==> config.mk <==
export PLATFORM = sky130hd
export DESIGN_NAME = rational_arith_reduce
export DESIGN_NICKNAME = d
export VERILOG_FILES = /design/src/hw/rtl/rar_pkg.sv /design/src/hw/rtl/rar_divider.sv /design/src/hw/rtl/rational_arith_reduce.sv
export VERILOG_INCLUDE_DIRS = /design/src /design/src/hw/rtl
export SDC_FILE = /design/constraint.sdc
export NUM_CORES = 2
export LEC_CHECK = 0
export ABC_AREA = 1
export BUFFER_PORTS_ARGS = -buffer_cell sky130_fd_sc_hd__buf_2
export CAP_MARGIN = 20
export CORE_MARGIN = 1
export CORE_UTILIZATION = 50
export CTS_CLUSTER_DIAMETER = 100
export DETAILED_ROUTE_END_ITERATION = 10
export PLACE_DENSITY = 0.69
export SLEW_MARGIN = 20
export SYNTH_ARGS = -nofsm -noshare
export SYNTH_HDL_FRONTEND = slang
export SYNTH_HIERARCHICAL = 1
export SYNTH_SLANG_ARGS = --single-unit
==> constraint.sdc <==
create_clock -name clk -period 9.2 [get_ports clk]
set_clock_uncertainty 0.15 [all_clocks]
set_input_delay 1.38 -clock clk [delete_from_list [all_inputs] [get_ports clk]]
set_output_delay 1.38 -clock clk [all_outputs]
set_load 0.01 [all_outputs]
==> src/hw/rtl/rational_arith_reduce_macros.svh <==
// assertion macros for the rational arithmetic block
`ifndef RATIONAL_ARITH_REDUCE_MACROS_SVH
`define RATIONAL_ARITH_REDUCE_MACROS_SVH

// implication checked every clock outside reset
`define RAR_ASSERT_IMP(label, clk, rst, ante, cons, msg) \
  label: assert property (@(posedge clk) disable iff (rst) (ante) |-> (cons)) else $error(msg);

// next-cycle implication checked every clock outside reset
`define RAR_ASSERT_NXT(label, clk, rst, ante, cons, msg) \
  label: assert property (@(posedge clk) disable iff (rst) (ante) |=> (cons)) else $error(msg);

`endif

==> src/hw/rtl/rar_pkg.sv <==
// ----------------------------------------------------------------------------
// rar_pkg
// shared codes for the rational arithmetic block
// ----------------------------------------------------------------------------
`default_nettype none
package rar_pkg;
  localparam logic [1:0] MODE_ADD = 2'd0;
  localparam logic [1:0] MODE_SUB = 2'd1;
  localparam logic [1:0] MODE_MUL = 2'd2;
  localparam logic [1:0] MODE_DIV = 2'd3;

  localparam logic [1:0] ST_OK       = 2'd0;
  localparam logic [1:0] ST_ZERO_DEN = 2'd1;
  localparam logic [1:0] ST_DIV_ZERO = 2'd2;
endpackage
`default_nettype wire

==> src/hw/rtl/rar_divider.sv <==
// ----------------------------------------------------------------------------
// rar_divider
// restoring unsigned divider, one quotient bit per cycle
// ----------------------------------------------------------------------------
`default_nettype none
module rar_divider #(
  parameter int W = 33
) (
  input  wire logic         clk,
  input  wire logic         rst,
  input  wire logic         start,
  input  wire logic [W-1:0] dividend,
  input  wire logic [W-1:0] divisor,
  output logic              busy,
  output logic              done,
  output logic [W-1:0]      quot,
  output logic [W-1:0]      rem
);
  localparam int CW = $clog2(W + 1);

  logic [CW-1:0] cnt;
  logic [W-1:0]  q;
  logic [W-1:0]  r;
  logic [W-1:0]  dsr;
  logic [W:0]    shifted;
  logic [W:0]    diff;

  assign shifted = {r, q[W-1]};
  assign diff    = shifted - {1'b0, dsr};

  always_ff @(posedge clk) begin
    if (rst) begin
      busy <= 1'b0;
      done <= 1'b0;
      cnt  <= '0;
    end else begin
      done <= 1'b0;
      if (start) begin
        busy <= 1'b1;
        cnt  <= CW'(W);
        q    <= dividend;
        r    <= '0;
        dsr  <= divisor;
      end else if (busy) begin
        if (diff[W]) begin
          r <= shifted[W-1:0];
          q <= {q[W-2:0], 1'b0};
        end else begin
          r <= diff[W-1:0];
          q <= {q[W-2:0], 1'b1};
        end
        cnt <= cnt - CW'(1);
        if (cnt == CW'(1)) begin
          busy <= 1'b0;
          done <= 1'b1;
        end
      end
    end
  end

  assign quot = q;
  assign rem  = r;
endmodule
`default_nettype wire

==> src/hw/rtl/rational_arith_reduce.sv <==
// rational_arith_reduce: fraction add/sub/mul/div with gcd reduction
// steps: cross products in S_MUL1/S_MUL2, sign and magnitudes in S_PREP, one
// divider pass per euclid step in S_GCD (at most about 46 steps), then final
// divisions by the gcd in S_DIVN/S_DIVD; zero denominator ends in S_MUL1, zero
// numerator in S_PREP; one item at a time, next taken once result is read
// reset: rst synchronous active high returns the sequencer to idle, no output
`default_nettype none
`include "rational_arith_reduce_macros.svh"
module rational_arith_reduce #(
  parameter int OPERAND_WIDTH = 16
) (
  input  wire logic        clk,
  input  wire logic        rst,
  input  wire logic        in_valid,
  output logic             in_ready,
  input  wire logic [1:0]  mode,
  input  wire logic signed [15:0] num_a,
  input  wire logic signed [15:0] den_a,
  input  wire logic signed [15:0] num_b,
  input  wire logic signed [15:0] den_b,
  output logic             out_valid,
  input  wire logic        out_ready,
  output logic signed [32:0] res_num,
  output logic [30:0]      res_den,
  output logic [1:0]       status
);
  localparam int OW = OPERAND_WIDTH;
  localparam int PW = 2 * OW + 1;  // magnitude of cross-product sum
  localparam int DW = 33;          // divider width covers the default range
  localparam int MW = (PW > DW) ? PW : DW;

  localparam logic [3:0] S_IDLE = 4'd0;
  localparam logic [3:0] S_MUL1 = 4'd1;
  localparam logic [3:0] S_MUL2 = 4'd2;
  localparam logic [3:0] S_PREP = 4'd3;
  localparam logic [3:0] S_GCD  = 4'd4;
  localparam logic [3:0] S_DIVN = 4'd5;
  localparam logic [3:0] S_DIVD = 4'd6;
  localparam logic [3:0] S_OUT  = 4'd7;

  logic [3:0] state;
  logic [1:0] md;
  logic signed [OW-1:0] na, da, nb, db;
  logic signed [2*OW-1:0] p0, p1, dp;
  logic signed [2*OW+1:0] nsum;
  logic neg;
  logic [MW-1:0] mag, dm, gx, gy;
  logic [MW-1:0] div_a, div_b, quot, rem;
  logic div_start;
  logic div_busy;
  logic div_done;

  logic signed [OW-1:0] m_x, m_y;
  logic signed [2*OW-1:0] m_p;
  assign m_p = m_x * m_y;

  always_comb begin
    m_x = na;
    m_y = db;
    if (state == S_MUL1) begin
      if (md == rar_pkg::MODE_MUL) m_y = nb;
    end else begin
      m_x = da;
      m_y = nb;
    end
  end

  always_comb begin
    case (md)
      rar_pkg::MODE_ADD: nsum = (2*OW+2)'(p0) + (2*OW+2)'(p1);
      rar_pkg::MODE_SUB: nsum = (2*OW+2)'(p0) - (2*OW+2)'(p1);
      default:           nsum = (2*OW+2)'(p0);
    endcase
  end

  rar_divider #(.W(MW)) u_div (
    .clk(clk), .rst(rst), .start(div_start),
    .dividend(div_a), .divisor(div_b),
    .busy(div_busy), .done(div_done), .quot(quot), .rem(rem)
  );

  assign in_ready = (state == S_IDLE);

  always_comb begin
    div_start = 1'b0;
    div_a = gx;
    div_b = gy;
    case (state)
      S_GCD:  div_start = !div_busy && !div_done && (gy != '0);
      S_DIVN: begin
        div_a = mag;
        div_b = gx;
        div_start = !div_busy && !div_done;
      end
      S_DIVD: begin
        div_a = dm;
        div_b = gx;
        div_start = !div_busy && !div_done;
      end
      default: div_start = 1'b0;
    endcase
  end

  always_ff @(posedge clk) begin
    if (rst) begin
      state     <= S_IDLE;
      out_valid <= 1'b0;
    end else begin
      case (state)
        S_IDLE: begin
          if (in_valid) begin
            md <= mode;
            na <= OW'(num_a);
            da <= OW'(den_a);
            nb <= OW'(num_b);
            db <= OW'(den_b);
            state <= S_MUL1;
          end
        end
        S_MUL1: begin
          if (da == '0 || db == '0) begin
            res_num <= '0; res_den <= '0; status <= rar_pkg::ST_ZERO_DEN;
            out_valid <= 1'b1; state <= S_OUT;
          end else if (md == rar_pkg::MODE_DIV && nb == '0) begin
            res_num <= '0; res_den <= '0; status <= rar_pkg::ST_DIV_ZERO;
            out_valid <= 1'b1; state <= S_OUT;
          end else begin
            p0 <= m_p;
            dp <= (2*OW)'(da * db);
            state <= S_MUL2;
          end
        end
        S_MUL2: begin
          p1 <= m_p;
          if (md == rar_pkg::MODE_DIV) dp <= m_p;
          state <= S_PREP;
        end
        S_PREP: begin
          if (nsum == '0) begin
            res_num <= '0; res_den <= 31'd1; status <= rar_pkg::ST_OK;
            out_valid <= 1'b1; state <= S_OUT;
          end else begin
            neg <= nsum[2*OW+1] ^ dp[2*OW-1];
            mag <= MW'(nsum[2*OW+1] ? -nsum : nsum);
            dm  <= MW'(dp[2*OW-1] ? -{dp[2*OW-1], dp} : {1'b0, dp});
            gx  <= MW'(nsum[2*OW+1] ? -nsum : nsum);
            gy  <= MW'(dp[2*OW-1] ? -{dp[2*OW-1], dp} : {1'b0, dp});
            state <= S_GCD;
          end
        end
        S_GCD: begin
          // euclid: one remainder per divider pass
          if (gy == '0) state <= S_DIVN;
          else if (div_done) begin
            gx <= gy;
            gy <= rem;
          end
        end
        S_DIVN: begin
          if (div_done) begin
            mag <= quot;
            state <= S_DIVD;
          end
        end
        S_DIVD: begin
          if (div_done) begin
            res_num <= 33'(neg ? -mag : mag);
            res_den <= 31'(quot);
            status  <= rar_pkg::ST_OK;
            out_valid <= 1'b1;
            state <= S_OUT;
          end
        end
        S_OUT: begin
          if (out_ready) begin
            out_valid <= 1'b0;
            state <= S_IDLE;
          end
        end
        default: state <= S_IDLE;
      endcase
    end
  end

  `RAR_ASSERT_IMP(a_ready_idle, clk, rst, out_valid, !in_ready, "ready while result pending")
  `RAR_ASSERT_IMP(a_ok_den, clk, rst, out_valid && status == rar_pkg::ST_OK, res_den != '0, "ok with zero den")
  `RAR_ASSERT_NXT(a_accept, clk, rst, in_valid && in_ready, state == S_MUL1, "accept lost")
  `RAR_ASSERT_IMP(a_err_den, clk, rst, out_valid && status != rar_pkg::ST_OK, res_den == '0, "error with den")
endmodule
`default_nettype wire
* Yosys cells after proc, flatten, opt, wreduce, memory -nomap -nowiden
Cells that the tools add are included.
** Storage, ports and cells
- Input port bits :: 70
- Word-level logic and storage cells :: 164
- Register bits :: 473
- Memories :: 0
- Latch bits :: 0
- Output and inout bits :: 68
- Memory bits (writable) :: 0
- Bits in read-only memories :: 0
** Cells by class
- Reductions and logical operators :: 35
- Div/mod/pow operators :: 0
- Order comparisons :: 0
- Bitwise gates (word level) :: 6
- Shifts and indexed selects :: 0
- Multiplexer cells :: 65
- $mul :: 2
- Equal/unequal tests :: 24
- Add/subtract/negate cells :: 7
** Operators with widths (count)
- $mux 33 :: 19
- $pmux 33 s2 :: 4
- $mux 31 :: 4
- $neg 33->33 :: 3
- $pmux 33 s3 :: 1
- $mux 32 :: 3
- $pmux 31 s3 :: 1
- $pmux 34 s2 :: 1
- $mul 16x16->32 :: 2
- $pmux 32 s2 :: 1
- $logic_not 16->1 :: 3
- $mux 16 :: 3
- $logic_not 34->1 :: 1
- $sub 34x33->34 :: 1
- $add 32x32->33 :: 1
- $logic_not 33->1 :: 1
- $reduce_bool 33->1 :: 1
- $sub 32x32->33 :: 1
- $pmux 4 s8 :: 1
- $reduce_and 5->1 :: 5
- $mux 4 :: 5
- $ne 2x2->1 const B :: 9
- $eq 4x3->1 const B :: 4
- $mux 6 :: 2
- 29 further kinds :: 62

* Longest topological paths before layout
- Word-level depth :: 6
- Depth in mapped cells :: 36
- Depth with buffers taken out :: 36

* Hierarchy
The synthesis kept the hierarchy.
** By module, submodules not included
- rational_arith_reduce :: instances 1, area an instance 40883.0 sq um, cells each 4974, sequential area each 10920.5 sq um
- rar_divider :: instances 1, area an instance 7221.9 sq um, cells each 995, sequential area each 3133.0 sq um

* Least setup slack after synthesis
Ideal clock, no wire load.
- Path type :: reg-to-reg
- Start point :: reg p1[2]
- End point :: reg res_den[0] (enable)
- Period minus slack after synthesis :: 8.814 ns
- Data required time :: 8.479 ns
- Setup time :: 0.571 ns
- Path slack :: 0.386 ns
- Cell stages (with the launch flop) :: 32
- Arrival time :: 8.093 ns
- Path through :: edfxtp_1 -> nor3_1 -> nand3_1 -> nor3_2 -> nand2_1 -> nor3_2 -> nand2_1 -> nor3_1 -> nand2_1 -> nor3_2 -> nand3_1 -> nand2_1 -> xor2_1 -> inv_1 -> ha_1 -> nand2_1 -> inv_1 -> nand2_1 -> nor3_1 -> and2_1 -> nand2_1 -> nand2_1 -> nand2_1 -> nand3_2 -> nand2_2 -> nor2_1 -> nand2_2 -> nor2_1 -> nand4_1 -> nand2_1 -> nand2_1 -> nor3_1
** Between the ends
- Word-level cells in the longest chain between the ends :: 5
- Elaborated cells on any way between the ends :: 6
- Classes of those cells :: 2 x add/sub; 1 x eq/ne; 1 x mux; 2 x reduce/logical
** RTL lines
- start: declaration :: line rational_arith_reduce.sv:44 : logic signed [2*OW-1:0] p0, p1, dp;
- start signal: assignment :: line rational_arith_reduce.sv:134 : p1 <= m_p;
- $sub 32x32->33 or $add 32x32->33 (tied branches) :: line rational_arith_reduce.sv:71, rational_arith_reduce.sv:70
- $pmux 34 s2 (*) :: line rational_arith_reduce.sv:69 : case (md)
- $logic_not 34->1 (*) :: line rational_arith_reduce.sv:139 : if (nsum == '0) begin
- $ne 2x2->1 (no line) (*)
- $reduce_and 5->1 (no line) (*)
- end signal: assignment :: line rational_arith_reduce.sv:168 : res_den <= 31'(quot);
- end: declaration :: line rational_arith_reduce.sv:24 : output logic [30:0] res_den,
Mark *: on every way between the ends. The rest lies on a longest branch, timed or not.
A chain may end at the register's enable or synchronous reset.

* Worst setup path in the final report
- Start point :: reg state[0]
- End point :: reg dp[28], data pin
** Between the ends
- Word-level cells in the longest chain between the ends :: 5
- Elaborated cells on any way between the ends :: 7
- Classes of those cells :: 1 x mul; 2 x eq/ne; 4 x mux
** RTL lines
- start: declaration :: line rational_arith_reduce.sv:41 : logic [3:0] state;
- start signal: assignment :: line rational_arith_reduce.sv:106 : state <= S_IDLE;
- start signal: assignment :: line rational_arith_reduce.sv:117 : state <= S_MUL1;
- start signal: assignment :: line rational_arith_reduce.sv:123 : out_valid <= 1'b1; state <= S_OUT;
- $eq 4x1->1 :: line rational_arith_reduce.sv:60, rational_arith_reduce.sv:109
- $mux 16 :: line rational_arith_reduce.sv:60 : if (state == S_MUL1) begin
- $mul 16x16->32 :: line rational_arith_reduce.sv:55 : assign m_p = m_x * m_y;
- $mux 32 :: line rational_arith_reduce.sv:135 : if (md == rar_pkg::MODE_DIV) dp <= m_p;
- $pmux 32 s2 (*) :: line rational_arith_reduce.sv:109 : case (state)
- end signal: assignment :: line rational_arith_reduce.sv:129 : dp <= (2*OW)'(da * db);
- end signal: assignment :: line rational_arith_reduce.sv:135
- end: declaration :: line rational_arith_reduce.sv:44
Mark *: on every way between the ends. The rest lies on a longest branch, timed or not. The select of a mux whose other input is x is not followed.

==> results by group <==
Outcome
  – Result of the run: finished clean

Place
  – Worst slack at placement: 628.7 ps
  – Total cell area at the placement stage: 50120 sq um
  – Count of input and output buffers: 137
  – Estimated wirelength of the detail-placed design: between 100000 and 150000 um
  – Routability congestion estimate: 0.9918

Yosys
  – Synthesis-stage register bit count: 472
  – Dominant register cell in the synthesized netlist: edfxtp_1
  – Async set-or-reset flop fraction in the synthesized netlist: 0
  – Seq/Total Area, Yosys: 0.2921
  – Number of distinct library cells after synthesis: 64
  – Fraction of synthesized cell area taken by the top area cell type: 0.2871
  – Mapped cell area: around 48000 sq um
  – Most common cell in the netlist: nand2_1
  – Mean instance size in the synthesized netlist: around 8.1 sq um
  – Post-synthesis cell count: roughly 6000
  – Leading post-synthesis cells by instance count: 1611 x nand2_1, 1337 x inv_1, 526 x fa_1
  – Top cell type by total area after synthesis: edfxtp_1
  – EDFF count, synth: 460
  – Synthesized netlist net count: slightly below 7000
  – Synth area leaders: edfxtp_1 29%, fa_1 22%, nand2_1 13%
  – Total number of yosys warnings: 6

Detailed routing
  – Via total after detailed routing: 38404
  – Routed wire length: 134300 um
  – Post-route DRC: 0
  – First-pass DRT Iterations: 6
  – Number of violations reported at the end of detailed-routing iteration 0: around 3400
  – Residual antenna-violating net count after detailed routing: 0
  – WL per Instance: 18.28 um
  – Vias/cell: between 5 and 6

Die
  – Number of placement rows: around 110
  – Die Footprint: ~97000 sq um
  – Die boundary width: roughly 310 um
  – Die boundary height: between 300 and 400 um
  – Core region area: between 90000 and 100000 sq um
  – Effective utilization at floorplan: 0.5056
  – Number of placed I/O pins: between 100 and 150

GRT
  – First-pass GRT wire length: 211700 um
  – Total grt overflow: 0
  – Pin count of the biggest net entering global routing: 84
  – Total track usage: 0.2790
  – Initial antenna violation count: 3
  – Via count of the first global-routing pass: 38221

Finish
  – Sequential Area: about 14000 sq um
  – Diode count: 0
  – Layout overhead on the synthesized area: 7.938%
  – Fin nets: between 6000 and 7000
  – Fill count: between 8000 and 9000
  – Design Area, Final: slightly above 50000 sq um
  – Fraction of layout instances using a drive strength above 1: 0.07463
  – Footprint of the multi-input gates: around 28000 sq um

Worst setup path
  – WP data arrival: between 8000 and 9000 ps
  – Required time at the worst-slack endpoint: 9400 ps
  – Endpoint type of the worst setup path: register
  – Type of the worst setup path: register to register
  – Peak fanout along the critical path: 35
  – Setup crit start kind: register

CTS
  – Hold buffer count at CTS: 0
  – TritonCTS clock tree: done
  – CTS sink cnt: between 400 and 500
  – Number of cells upsized or downsized after cts: 0
  – H-tree levels: 2
  – Clock insertion delay at the later pin of the skew report: roughly 640 ps
  – Number of buffers added for setup after CTS: 0
  – Clock tree root driver cell: clkbuf_16
  – Clk buf depth: 3
  – Clock slew at reported path FFs: around 60 ps
  – Number of buffers created by CTS: between 50 and 60

Timing
  – Final setup violation count: 0
  – Final hold violation count: 0
  – Final period util: 0.9333
  – Clock period minus final worst setup slack: 8586 ps
  – Maximum frequency from static timing analysis: approximately 120 MHz
  – Smallest setup slack after layout: a little over 600 ps
  – Relative slew slack: 0.2286
  – Worst-Margin Slew: 1157 ps
  – RSZ-0062 raised after global routing: false
  – Post-route setup TNS: 0 ps
  – Pins Over Slew Limit: 0

Worst hold path
  – Hold Crit Class: register to register

Flow run
  – Max-cap violation count: 0
[layout by cell type, fill, tap and decap left out, types with 6 or more instances in the layout]
master,synthesis,final
nand3_2,8,8
nand3_1,198,198
nor2_2,29,32
nand2_4,8,8
or2_2,37,37
bufinv_16,0,6
nand2_1,1611,1611
a31oi_1,7,7
o31ai_1,7,7
nor2_1,478,471
clkbuf_16,0,52
or2_1,8,8
nand4_1,43,43
a21oi_1,156,155
xor2_1,111,111
nand2_2,25,25
edfxtp_1,460,460
ha_1,235,235
and2_1,11,11
nor2_4,6,10
nor4_1,21,21
inv_2,23,25
o21ai_0,166,165
o21ai_1,50,49
nor3_2,7,8
clkbuf_1,128,9
nand3b_1,10,10
fa_1,526,526
buf_2,23,137
inv_1,1337,1335
buf_4,4,54
clkinv_2,0,8
clkinv_1,13,18
xnor2_1,49,49
o211ai_1,33,33
o21ai_2,10,11
nor3_1,48,47
dfxtp_1,12,12
o21bai_1,6,6
[final cells by class]
type,count,share of cell area
clock buffer,65,0.02677
clock inverter,30,0.007350
inverter,1374,0.09938
multi-input combinational,3950,0.5438
sequential,472,0.2707
tap,1265,0.03048
timing repair buffer,192,0.02154
[worst paths after layout]
kind | from | endpoint | slack (ps) | cells past startpoint
min | dp[0]$_DFFE_PP_ | dm[0]$_DFFE_PP_ | 310 | 0
min reg2reg | dp[0]$_DFFE_PP_ | dm[0]$_DFFE_PP_ | 310 | 0
max reg2reg | state[0]$_SDFFE_PP0P_ | dp[28]$_DFFE_PP_ | 610 | 26
max | state[0]$_SDFFE_PP0P_ | dp[28]$_DFFE_PP_ | 610 | 26
[worst max-delay path: stages, from the launching register on]
cell	delay, ps
dfxtp_1	480
inv_2	110
nor2_1	200
inv_2	60
nor2_2	170
inv_2	290
o21ai_0	940
inv_1	490
nor2_1	410
fa_1	590
fa_1	820
inv_1	150
fa_1	500
inv_1	50
fa_1	480
fa_1	490
inv_1	50
fa_1	470
inv_1	40
ha_1	330
nand2_1	120
o21ai_0	250
inv_1	80
o221ai_1	150
a21oi_1	80
xor2_1	230
o21ai_0	120
[registers in the layout (all words and copies together) (netlist names), 2 cells and up]
register / flops
p0: 32
md: 2
dp: 32
u_div/dsr: 33
u_div/rem: 33
na: 16
state: 3
u_div/cnt: 6
res_den: 31
status: 2
nb: 16
mag: 33
gy: 33
p1: 32
da: 16
dm: 33
res_num: 33
gx: 33
u_div/quot: 33
db: 16
[through the flow]
stage / hold slack (ps) / utilization / cells
after global routing: 326.7 / 0.5457 / 7348
after floorplan: 276.4 / - / 5969
final: 305.6 / 0.5457 / 7348
after detailed placement: 290.9 / 0.5267 / 7252
after global placement: 300.9 / 0.5267 / 7252
after CTS: 304.9 / 0.5454 / 7347
[cell families after synthesis]
kind of cell               count (synthesis)  share of synthesized area
AOI/OAI and AO/OA                        468                    0.05423
muxes                                      2                  0.0004941
and+or+nand+nor                         2558                     0.2213
xor gates and xnor gates                 160                    0.02913
adders and majority gates                761                     0.2800
DFF                                      472                     0.2921
other                                      1                 0.00007795
buffers and inverters                   1547                     0.1226
[layer usage]
layer | up-vias | track usage | routed length, um
met5 | - | 0 | 20
met4 | 4 | 0.1169 | 6265
met3 | 293 | 0.05129 | 11480
met2 | 1665 | 0.4520 | 60890
met1 | 18134 | 0.3688 | 55680
li1 | 18308 | - | -
Power is left out: the tool's default activity adds up to more than one toggle a clock period on the data nets, which glitch-free logic cannot reach.
